<file path="config.mk">
export PLATFORM = sky130hd
export DESIGN_NAME = egsc_mul
export DESIGN_NICKNAME = d
export VERILOG_FILES = /design/src/egsc_pkg.sv /design/src/egsc_mul.sv
export SDC_FILE = /design/constraint.sdc
export NUM_CORES = 1
export LEC_CHECK = 0
export CAP_MARGIN = 20
export CORE_MARGIN = 2
export CORE_UTILIZATION = 30
export DETAILED_ROUTE_END_ITERATION = 8
export DONT_BUFFER_PORTS = 1
export GPL_ROUTABILITY_DRIVEN = 0
export PLACE_DENSITY_LB_ADDON = 0.1
export SLEW_MARGIN = 20
export SYNTH_ARGS = -nofsm -noshare
export SYNTH_HDL_FRONTEND = slang
export SYNTH_SLANG_ARGS = --single-unit
</file>
<file path="constraint.sdc">
create_clock -name clk -period 5.4 [get_ports clk]
set_input_delay 0.27 -clock clk [delete_from_list [all_inputs] [get_ports clk]]
set_output_delay 0.27 -clock clk [all_outputs]
set_load 0.01 [all_outputs]
</file>
<file path="src/egsc_pkg.sv">
// Shared types, constants and register codes for the exposure/gain code converter.
package egsc_pkg;

	// Datapath widths
	localparam int EXP_W   = 20;
	localparam int GAIN_W  = 24;
	localparam int LINES_W = 16;
	localparam int PCLK_W  = 8;
	localparam int COMP_W  = 32;
	localparam int ACODE_W = 5;
	localparam int DCODE_W = 10;

	// Shared multiplier operand widths
	localparam int MUL_A_W = 24;
	localparam int MUL_B_W = 16;
	localparam int MUL_P_W = MUL_A_W + MUL_B_W;

	// Shared divider: width and quotient bits retired per cycle
	localparam int DIV_W         = 32;
	localparam int DIV_BITS_STEP = 2;

	// Configuration port
	localparam int CFG_IDX_W  = 2;
	localparam int CFG_DATA_W = 16;

	typedef enum logic [CFG_IDX_W-1:0] {
		REG_FRAME_LENGTH = 2'd0,
		REG_PIXEL_CLOCK  = 2'd1,
		REG_LINE_LENGTH  = 2'd2
	} cfg_reg_t;

	localparam logic [LINES_W-1:0] FRAME_LENGTH_RST = 16'd1200;
	localparam logic [PCLK_W-1:0]  PIXEL_CLOCK_RST  = 8'd81;
	localparam logic [LINES_W-1:0] LINE_LENGTH_RST  = 16'h0898;

	// Exposure clamp
	localparam int EXP_MIN_LINES = 4;
	localparam int EXP_MARGIN    = 8;

	// Gain mapping (Q10, 1024 = 1x)
	localparam int GAIN_FRAC    = 10;
	localparam int GAIN_UNITY   = 1 << GAIN_FRAC;
	localparam int GAIN_MAX     = 180 * 1024;
	localparam int ANALOG_STEP  = 'h800;
	localparam int ANALOG_STEPS = 5;
	localparam int DIGITAL_CAP  = 4096;

	localparam logic [ACODE_W-1:0] ANALOG_MAP [ANALOG_STEPS+1] =
		'{5'h00, 5'h08, 5'h09, 5'h0b, 5'h0f, 5'h1f};

	typedef struct packed {
		logic             start;
		logic [DIV_W-1:0] num;
		logic [DIV_W-1:0] den;
	} div_req_t;

	typedef struct packed {
		logic             busy;
		logic             done;
		logic [DIV_W-1:0] quot;
	} div_rsp_t;

endpackage

</file>
<file path="src/egsc_mul.sv">
// Shared 24x16 unsigned multiplier with registered product.
module egsc_mul import egsc_pkg::*; (
	input  logic               clk,
	input  logic [MUL_A_W-1:0] a,
	input  logic [MUL_B_W-1:0] b,
	output logic [MUL_P_W-1:0] p
);

	logic [MUL_P_W-1:0] p_q;

	always_ff @(posedge clk) begin
		p_q <= MUL_P_W'(a) * MUL_P_W'(b);
	end

	assign p = p_q;

endmodule

</file>
==> key figures <==
GRT
  • Pin count of the biggest net entering global routing: 25
  • Vias in the first global route: 10720
  • GRT overflow: 0
  • GR Util All Layers: 16.68%
  • First-pass GRT wire length: 59510 µm
  • Antenna violations before repair: 0

CTS
  • CTS Hold Buffers Added: 0
  • Clock Path Buffers: 2
  • Num CTS Buffers: 5
  • Htree depth: 2
  • # clock sinks: 40
  • CTS tree: yes
  • Root Buffer: clkbuf_16
  • Worst-path clk slew: 0.07 ns

Routing
  • Vias per cell: 4.599
  • Initial DRC Count: 341
  • # DRC: 0
  • Avg WL per Cell: 18.06 µm
  • WL final: 37440 µm
  • Post-route ant nets: 0
  • Vias: 9533
  • 1st-pass router iterations: 5

Critical path
  • Crit path arrival time: 5.43 ns
  • CP max FO: 24
  • Crit end category: register
  • CP required: 5.62 ns
  • Startpoint types: input pin
  • CP Class: in -> reg

Logic synthesis
  • Gate Count Post-Synth: 1494
  • Synthesis Warnings: 0
  • Cell taking the most area after synthesis: fa_1
  • Yosys cell types: 58
  • Post-synthesis instance area: 13340 µm²
  • Avg Inst Size Synth: 8.931 µm²
  • Register bit total from synthesis: 40
  • Yosys top cell area share: 45.91%
  • Ranking of synthesized cells by area: fa_1 (46%), ha_1 (11%), inv_1 (9.9%)
  • Syn Nets: 1953
  • Seq/Total Area, Yosys: 6.002%

Final layout
  • Final non-filler cell area: 14350 µm²
  • Number of flip-flops in the largest register: 40
  • Area growth syn-to-layout: 7.521%
  • Fillers: 4715
  • Final net count: 1939
  • Area of the multi-input gates: 10970 µm²
  • FF+latch area: 800.8 µm²
  • # diodes: 0
  • Layout cells sized above 1: 5.469%

Outcome
  • Status: finished, final reports clean

Floorplanning
  • IO Count: 81
  • Row cnt: 77
  • Die Span X: 214.9 µm
  • Starting Density: 30.30%
  • Die footprint: 46180 µm²
  • Die Y: 214.9 µm
  • Core ar.: 44030 µm²

STA
  • Crit path time final: 5.202 ns
  • Part of the cycle the worst path needs: 96.34%
  • Setup-failing EPs final: 0
  • Fin. Hold Viols: 0
  • Final worst hold slack: 0.09339 ns
  • Worst Tran Pin Value: 0.3769 ns
  • Max Fclk: 192.2 MHz
  • Slew HR: 74.64%
  • Max Slew Vio Count: 0
  • RSZ-0062 raised after global routing: false
  • Setup tns final: 0 ns

Worst hold path
  • Worst Hold Class: in -> reg
  • Worst Hold Depth: 1

Placed design
  • I/O Buffers: 0
  • Detailed Place HPWL: 30470 µm
  • Post-DP Area: 14140 µm²

Flow run
  • Maximum Capacitance Violations: 0
repair_timing:
item / in CTS / in global routing
buffers inserted: 0 / 1
gates resized for setup: 0 / 7
setup endpoints to repair: 0 / 7
metrics by stage:
step | setup WS (ns) | std cells | utilization [%]
2_1_floorplan | 0.0008531 | 1494 | -
3_3_place_gp | -0.2548 | 2064 | 32.11
3_5_place_dp | -0.2508 | 2064 | 32.11
4_1_cts | 0.05998 | 2072 | 32.49
5_1_grt | 0.0009250 | 2073 | 32.58
6_report | 0.1978 | 2073 | 32.58
cell usage after synthesis, drive strengths merged:
cell type  count
a21o          15
o221a          1
clkbuf        58
a31oi          5
nand2        240
fa           306
xnor2         22
a221oi         2
o31ai          2
xor2          12
nand2b         1
buf            9
nand4          8
and4           1
nand3          4
a21oi         36
o21ai         28
or4            1
o41ai          2
nand3b         1
o21bai        10
nor3b          1
a211oi         7
dfxtp         40
ha           112
a221o          1
o211ai         2
nor2          20
a211o          1
and2         176
nor2b          1
a32oi          1
and3           1
inv          352
o221ai         1
or2            1
a311oi         1
o22ai          1
a21boi         1
o21a           3
nor3           5
nor4           2
worst paths after layout:
path	from	endpoint
max	b[1]	p[36]
min	b[0]	p[0]
layer usage:
metal	vias to the layer above	GRT usage, %	share of wire (%)
li1	4357	-	-
met1	5024	19.58	39
met2	132	33.16	57
met3	20	1.713	2.8
met4	0	2.060	1.0
met5	-	0	0
logic make-up (layout without fill, tap and decap cells):
| logic type | Yosys count | in the layout | share of synthesized area (%) |
|---|---|---|---|
| AND/OR/NAND/NOR | 463 | 463 | 16.96 |
| adder cells (fa/ha/maj) | 418 | 418 | 56.41 |
| buffers and inverters | 419 | 406 | 12.03 |
| AO/OA/AOI/OAI | 120 | 120 | 6.358 |
| flip-flops | 40 | 40 | 6.002 |
| XOR/XNOR | 34 | 34 | 2.232 |
cell usage in the layout, fill, tap and decap left out, types with 8 or more instances in the layout:
cell / count
a21o_1: 14
a21oi_1: 35
and2_1: 176
buf_4: 46
dfxtp_1: 40
fa_1: 306
ha_1: 112
inv_1: 352
nand2_1: 238
nand4_1: 8
nor2_1: 17
o21ai_0: 20
o21bai_1: 8
xnor2_1: 22
xor2_1: 12
critical path: stages:
cell,delay (ns)
nand2_1,0.06
fa_1,0.53
inv_1,0.05
fa_1,0.53
inv_1,0.05
fa_1,0.51
inv_1,0.06
fa_1,0.49
fa_1,0.49
inv_1,0.05
fa_1,0.47
inv_1,0.04
ha_1,0.39
nand2_2,0.14
o21bai_1,0.26
nor2_2,0.12
o31ai_4,0.29
a211oi_4,0.09
o41ai_2,0.32
xor2_1,0.21
layout make-up:
type                       count  share of cell area (%)
inverter                     352                   9.210
clock inverter                 3                  0.2965
timing repair buffer          46                   2.407
tap                          592                   5.163
sequential                    40                   5.582
clock buffer                   5                  0.8721
multi-input combinational   1035                   76.47
Power is left out: the tool's default activity adds up to more than one toggle a clock period on the data nets, which glitch-free logic cannot reach.
