$ cat config.mk
export PLATFORM = sky130hd
export DESIGN_NAME = egsc_div
export DESIGN_NICKNAME = d
export VERILOG_FILES = /design/src/egsc_pkg.sv /design/src/egsc_div.sv
export SDC_FILE = /design/constraint.sdc
export NUM_CORES = 1
export LEC_CHECK = 0
export BUFFER_PORTS_ARGS = -buffer_cell sky130_fd_sc_hd__buf_2
export CORE_ASPECT_RATIO = 1.2
export CORE_MARGIN = 10
export CORE_UTILIZATION = 40
export CTS_BUF_LIST = sky130_fd_sc_hd__clkbuf_2 sky130_fd_sc_hd__clkbuf_4 sky130_fd_sc_hd__clkbuf_8
export CTS_CLUSTER_DIAMETER = 100
export CTS_CLUSTER_SIZE = 40
export DETAILED_ROUTE_END_ITERATION = 8
export PLACE_DENSITY = 0.64
export REMOVE_ABC_BUFFERS = 1
export SETUP_SLACK_MARGIN = 0.15
export SLEW_MARGIN = 20
export SYNTH_ARGS = -nofsm -noshare
export SYNTH_HDL_FRONTEND = slang
export SYNTH_SLANG_ARGS = --single-unit
$ cat constraint.sdc
create_clock -name clk -period 7.3 [get_ports clk]
set_input_delay 1.46 -clock clk [delete_from_list [all_inputs] [get_ports clk]]
set_output_delay 1.46 -clock clk [all_outputs]
set_load 0.005 [all_outputs]
$ cat src/egsc_pkg.sv
// Shared types, constants and register codes for the exposure/gain code converter.
package egsc_pkg;

	// Datapath widths
	localparam int EXP_W   = 20;
	localparam int GAIN_W  = 24;
	localparam int LINES_W = 16;
	localparam int PCLK_W  = 8;
	localparam int COMP_W  = 32;
	localparam int ACODE_W = 5;
	localparam int DCODE_W = 10;

	// Shared multiplier operand widths
	localparam int MUL_A_W = 24;
	localparam int MUL_B_W = 16;
	localparam int MUL_P_W = MUL_A_W + MUL_B_W;

	// Shared divider: width and quotient bits retired per cycle
	localparam int DIV_W         = 32;
	localparam int DIV_BITS_STEP = 2;

	// Configuration port
	localparam int CFG_IDX_W  = 2;
	localparam int CFG_DATA_W = 16;

	typedef enum logic [CFG_IDX_W-1:0] {
		REG_FRAME_LENGTH = 2'd0,
		REG_PIXEL_CLOCK  = 2'd1,
		REG_LINE_LENGTH  = 2'd2
	} cfg_reg_t;

	localparam logic [LINES_W-1:0] FRAME_LENGTH_RST = 16'd1200;
	localparam logic [PCLK_W-1:0]  PIXEL_CLOCK_RST  = 8'd81;
	localparam logic [LINES_W-1:0] LINE_LENGTH_RST  = 16'h0898;

	// Exposure clamp
	localparam int EXP_MIN_LINES = 4;
	localparam int EXP_MARGIN    = 8;

	// Gain mapping (Q10, 1024 = 1x)
	localparam int GAIN_FRAC    = 10;
	localparam int GAIN_UNITY   = 1 << GAIN_FRAC;
	localparam int GAIN_MAX     = 180 * 1024;
	localparam int ANALOG_STEP  = 'h800;
	localparam int ANALOG_STEPS = 5;
	localparam int DIGITAL_CAP  = 4096;

	localparam logic [ACODE_W-1:0] ANALOG_MAP [ANALOG_STEPS+1] =
		'{5'h00, 5'h08, 5'h09, 5'h0b, 5'h0f, 5'h1f};

	typedef struct packed {
		logic             start;
		logic [DIV_W-1:0] num;
		logic [DIV_W-1:0] den;
	} div_req_t;

	typedef struct packed {
		logic             busy;
		logic             done;
		logic [DIV_W-1:0] quot;
	} div_rsp_t;

endpackage

$ cat src/egsc_div.sv
// Shared restoring divider, several quotient bits per cycle.
module egsc_div import egsc_pkg::*; (
	input  logic     clk,
	input  logic     arst_n,
	input  div_req_t req,
	output div_rsp_t rsp
);

	localparam int Steps = DIV_W / DIV_BITS_STEP;
	localparam int CntW  = (Steps > 1) ? $clog2(Steps) : 1;

	logic [DIV_W-1:0] quo_q, den_q, rem_q;
	logic [CntW-1:0]  cnt_q;
	logic             busy_q, done_q;
	logic [DIV_W-1:0] quo_n, rem_n;

	always_comb begin
		logic [DIV_W:0] t;
		quo_n = quo_q;
		rem_n = rem_q;
		for (int i = 0; i < DIV_BITS_STEP; i++) begin
			t     = {rem_n, quo_n[DIV_W-1]};
			quo_n = {quo_n[DIV_W-2:0], 1'b0};
			if (t >= {1'b0, den_q}) begin
				t        = t - {1'b0, den_q};
				quo_n[0] = 1'b1;
			end
			rem_n = t[DIV_W-1:0];
		end
	end

	always_ff @(posedge clk or negedge arst_n) begin
		if (!arst_n) begin
			busy_q <= 1'b0;
			done_q <= 1'b0;
			cnt_q  <= '0;
		end else if (req.start) begin
			busy_q <= 1'b1;
			done_q <= 1'b0;
			cnt_q  <= '0;
		end else if (busy_q) begin
			cnt_q <= cnt_q + 1'b1;
			if (cnt_q == CntW'(Steps - 1)) begin
				busy_q <= 1'b0;
				done_q <= 1'b1;
			end
		end else begin
			done_q <= 1'b0;
		end
	end

	always_ff @(posedge clk) begin
		if (req.start) begin
			quo_q <= req.num;
			den_q <= req.den;
			rem_q <= '0;
		end else if (busy_q) begin
			quo_q <= quo_n;
			rem_q <= rem_n;
		end
	end

	assign rsp.busy = busy_q;
	assign rsp.done = done_q;
	assign rsp.quot = quo_q;

	a_start_busy: assert property (@(posedge clk) disable iff (!arst_n)
		req.start |=> busy_q) else $error("divider did not go busy after start");
	a_done_idle: assert property (@(posedge clk) disable iff (!arst_n)
		done_q |-> !busy_q) else $error("divider done while still busy");
	a_last_done: assert property (@(posedge clk) disable iff (!arst_n)
		(busy_q && !req.start && cnt_q == CntW'(Steps - 1)) |=> done_q)
		else $error("divider missed done after last step");

endmodule
==> out/results.ini <==
[run_status]
status = complete, no violations

[floorplanning]
die_y_um = 175
die_w_um = 149
die-area_sq_mm = 0.0261
initial_utilization_pct = 40.8
num_rows = 56
core_area_sq_mm = 0.0196
num_io_pins = 101

[worst_setup_path]
crit_fanout = 25
critPathBufInv = 1
crit_cells = 21
cp_common_cell = ha_1
rr_worst_depth = 21
path_delay_family = compound AO/OA/AOI/OAI gates
crit_slowest_cell = or2_2
critPathKind = flip-flop to flip-flop
end_kind = flip-flop
crit_required_ns = 7.61
arrival_ns = 6.88
slowest_delay_ns = 0.61
crit_path_start_kind = flip-flop
worstPathCellList = inv_1 -> ha_1 -> nand4_2 -> nor2_1 -> nand3_1 -> o311ai_1 -> nand2_1 -> o221a_2 -> or2_2 -> o21ai_0 -> ha_1 -> a21o_1 -> a21oi_1 -> a211o_1 -> a31oi_1 -> o41a_1 -> a21boi_1 -> o21a_1 -> and3_1 -> mux2_2 -> a211oi_1

[global_routing]
grt.overflow.total = 0
first_global_vias = 6891
grt_max_degree = 60
antenna_found_initial = 2
grtUsageTotal_pct = 16.6
grt_pass1_wl_mm = 35.1

[power_and_ir_drop]
power_mw = 3.69
ir_worst_vdd_v = 0.000149
p_leak_nw = 3.91
power_density_mw_per_mm2 = 414

[cts]
clkTransAtPathRegs_ns = 0.12
cts_hold_buffers = 0
postCtsSetupBuffers = 0
cts_max_path_buffers = 2
tritoncts = built
cts_root_buf = clkbuf_8
clock_latency_ns = 0.41
cts-buffers-inserted = 9
htreeDepth = 3
cts_sinks = 102
ctsResizeCount = 0

[timing]
layout_setup_ws_ns = 0.735
finalSetupTns_ns = 0
fin_crit_sh_pct = 89.9
hold_viol_final = 0
setup_viol = 0
slew_viol_final = 0
rsz0062_at_grt = no
skew_ns = 0.0194
worst_pin_slew_ns = 0.791
slew_headroom_pct = 47.1
fmax_mhz = 152
min_period_ns = 6.57

[hold_path]
worstHoldPathCells = 2
min_path_type = flip-flop to flip-flop

[flow_run]
maxCapViolations = 0

[placement]
pre_cts_slack_ns = 0.568
place_area_sq_mm = 0.00872
dp_hpwl_mm = 16.6
place_congestion = 0.921
port_buffers = 100

[yosys]
yosysTopAreaCell = edfxtp_1
ys_seq_area_share_pct = 33.9
synth.cell_area_sq_mm = 0.00800
ys_ff_latch = 102
ys_async_sr_fraction_pct = 5.88
yosys_warnings = 0
synth_edf_count = 64
yosysTopAreaCellShare_pct = 24.0
syn_inst = 860
synth_area_leaders = edfxtp_1 24%, ha_1 10%, dfxtp_1 8.0%
ys.flop_type = edfxtp_1
yosys.cell_types.count = 69
syn_avg_cell_area_sq_um = 9.30

[route]
drt_iter0_drc = 443
finalWirelength_mm = 21.6
drc_errors = 0
wire_per_inst_um = 17.9
vias_per_cell = 5.57
ant_nets = 0
first_pass_iters = 5
dr_total_vias = 6735

[layout]
fin_area_sq_mm = 0.00892
layout-drive-gt1-share_pct = 20.2
fin_nets = 1076
filler_cell_count = 1943
area_growth_pct = 11.6

==> routing by layer <==
layer	GRT usage [%]	wire, um
met5	0	0
met3	2.33	677
met1	19.3	9170
met4	6.55	557
met2	29.6	11200
==> worst paths after layout <==
path	startpoint	to	slack (ns)
min in group asynchronous	arst_n	done_q	0.86
max	den_q[8]	rem_q[0]	0.73
max in group asynchronous	arst_n	busy_q	6.29
min	rem_q[16]	rem_q[16]	0.50
max reg2reg	den_q[8]	rem_q[0]	0.73
min reg2reg	rem_q[16]	rem_q[16]	0.50
==> cell families after synthesis <==
logic type / Yosys count / share of synthesized area, %
simple gates: 213 / 12.8
buf+inv: 92 / 4.76
flops: 102 / 33.9
compound gates: 254 / 21.4
fa+ha+maj: 67 / 10.7
xor+xnor: 52 / 5.70
mux: 80 / 10.8
==> metrics by stage <==
stage	cells	hold WS (ns)	util, %
6_report	1210	0.502	45.5
5_1_grt	1210	0.527	45.5
4_1_cts	1208	0.509	45.5
3_5_place_dp	1192	0.489	44.5
3_3_place_gp	1192	0.477	44.5
2_1_floorplan	822	0.444	-
==> power by group <==
group          switching, mW  internal [mW]
sequential            0.0731          0.727
combinational           1.41           1.11
clock                  0.241          0.136
total                   1.72           1.97
==> Yosys cell counts, types with 27 or more instances <==
master	count
inv_1	54
a21o_1	27
a21oi_1	60
a211oi_1	32
mux2i_1	30
edfxtp_1	64
dfxtp_1	32
ha_1	65
o21ai_0	54
nand2_1	47
xnor2_1	31
mux2_2	50
nor2_1	73
==> registers in the layout, summed over array words and instances (netlist names) <==
name and cells:
den_q 32, quo_q 32, rem_q 32, cnt_q 4, busy_q 1, done_q 1
==> placed cells by master, fill, tap and decap left out, types with 3 or more instances in the layout <==
| master | synthesis | layout |
|---|---|---|
| a211o_1 | 3 | 3 |
| a211oi_1 | 32 | 32 |
| a21o_1 | 27 | 27 |
| a21oi_1 | 60 | 60 |
| a311oi_1 | 11 | 11 |
| a31oi_1 | 4 | 4 |
| a41oi_1 | 4 | 4 |
| and2_1 | 5 | 5 |
| and3_1 | 9 | 9 |
| buf_2 | 7 | 99 |
| buf_4 | 5 | 10 |
| clkbuf_8 | 0 | 9 |
| dfrtp_1 | 6 | 5 |
| dfxtp_1 | 32 | 32 |
| edfxtp_1 | 64 | 64 |
| ha_1 | 65 | 65 |
| inv_1 | 54 | 54 |
| inv_8 | 0 | 3 |
| mux2_2 | 50 | 50 |
| mux2i_1 | 30 | 30 |
| nand2_1 | 47 | 47 |
| nand2b_1 | 6 | 6 |
| nand3_1 | 19 | 18 |
| nand4_1 | 9 | 9 |
| nand4b_1 | 3 | 3 |
| nor2_1 | 73 | 73 |
| nor2b_1 | 8 | 8 |
| nor3_1 | 11 | 11 |
| o2111ai_1 | 3 | 3 |
| o211ai_1 | 3 | 3 |
| o21a_1 | 13 | 13 |
| o21ai_0 | 54 | 53 |
| o21bai_1 | 10 | 10 |
| o31ai_1 | 7 | 7 |
| or2_2 | 7 | 7 |
| or3_1 | 6 | 6 |
| xnor2_1 | 31 | 31 |
| xor2_1 | 21 | 21 |
==> worst register-to-register path: stages (launching register included) <==
cell	delay (ns)
edfxtp_1	0.34
inv_1	0.06
ha_1	0.41
nand4_2	0.15
nor2_1	0.22
nand3_1	0.12
o311ai_1	0.39
nand2_1	0.20
o221a_2	0.38
or2_2	0.61
o21ai_0	0.35
ha_1	0.36
a21o_1	0.21
a21oi_1	0.21
a211o_1	0.18
a31oi_1	0.14
o41a_1	0.54
a21boi_1	0.38
o21a_1	0.23
and3_1	0.38
mux2_2	0.38
a211oi_1	0.22
==> layout make-up <==
cell class	instances	area [sq um]	area share, %
multi-input cells	666	4910	55.0
flip-flops and latches	102	2710	30.4
repair buffers	109	571	6.39
well taps	261	327	3.66
inverters	54	203	2.27
clock buffers	9	124	1.39
clock inverters	7	72.6	0.813
diodes	2	5.00	0.0561
(Power assumes the default switching activity.)
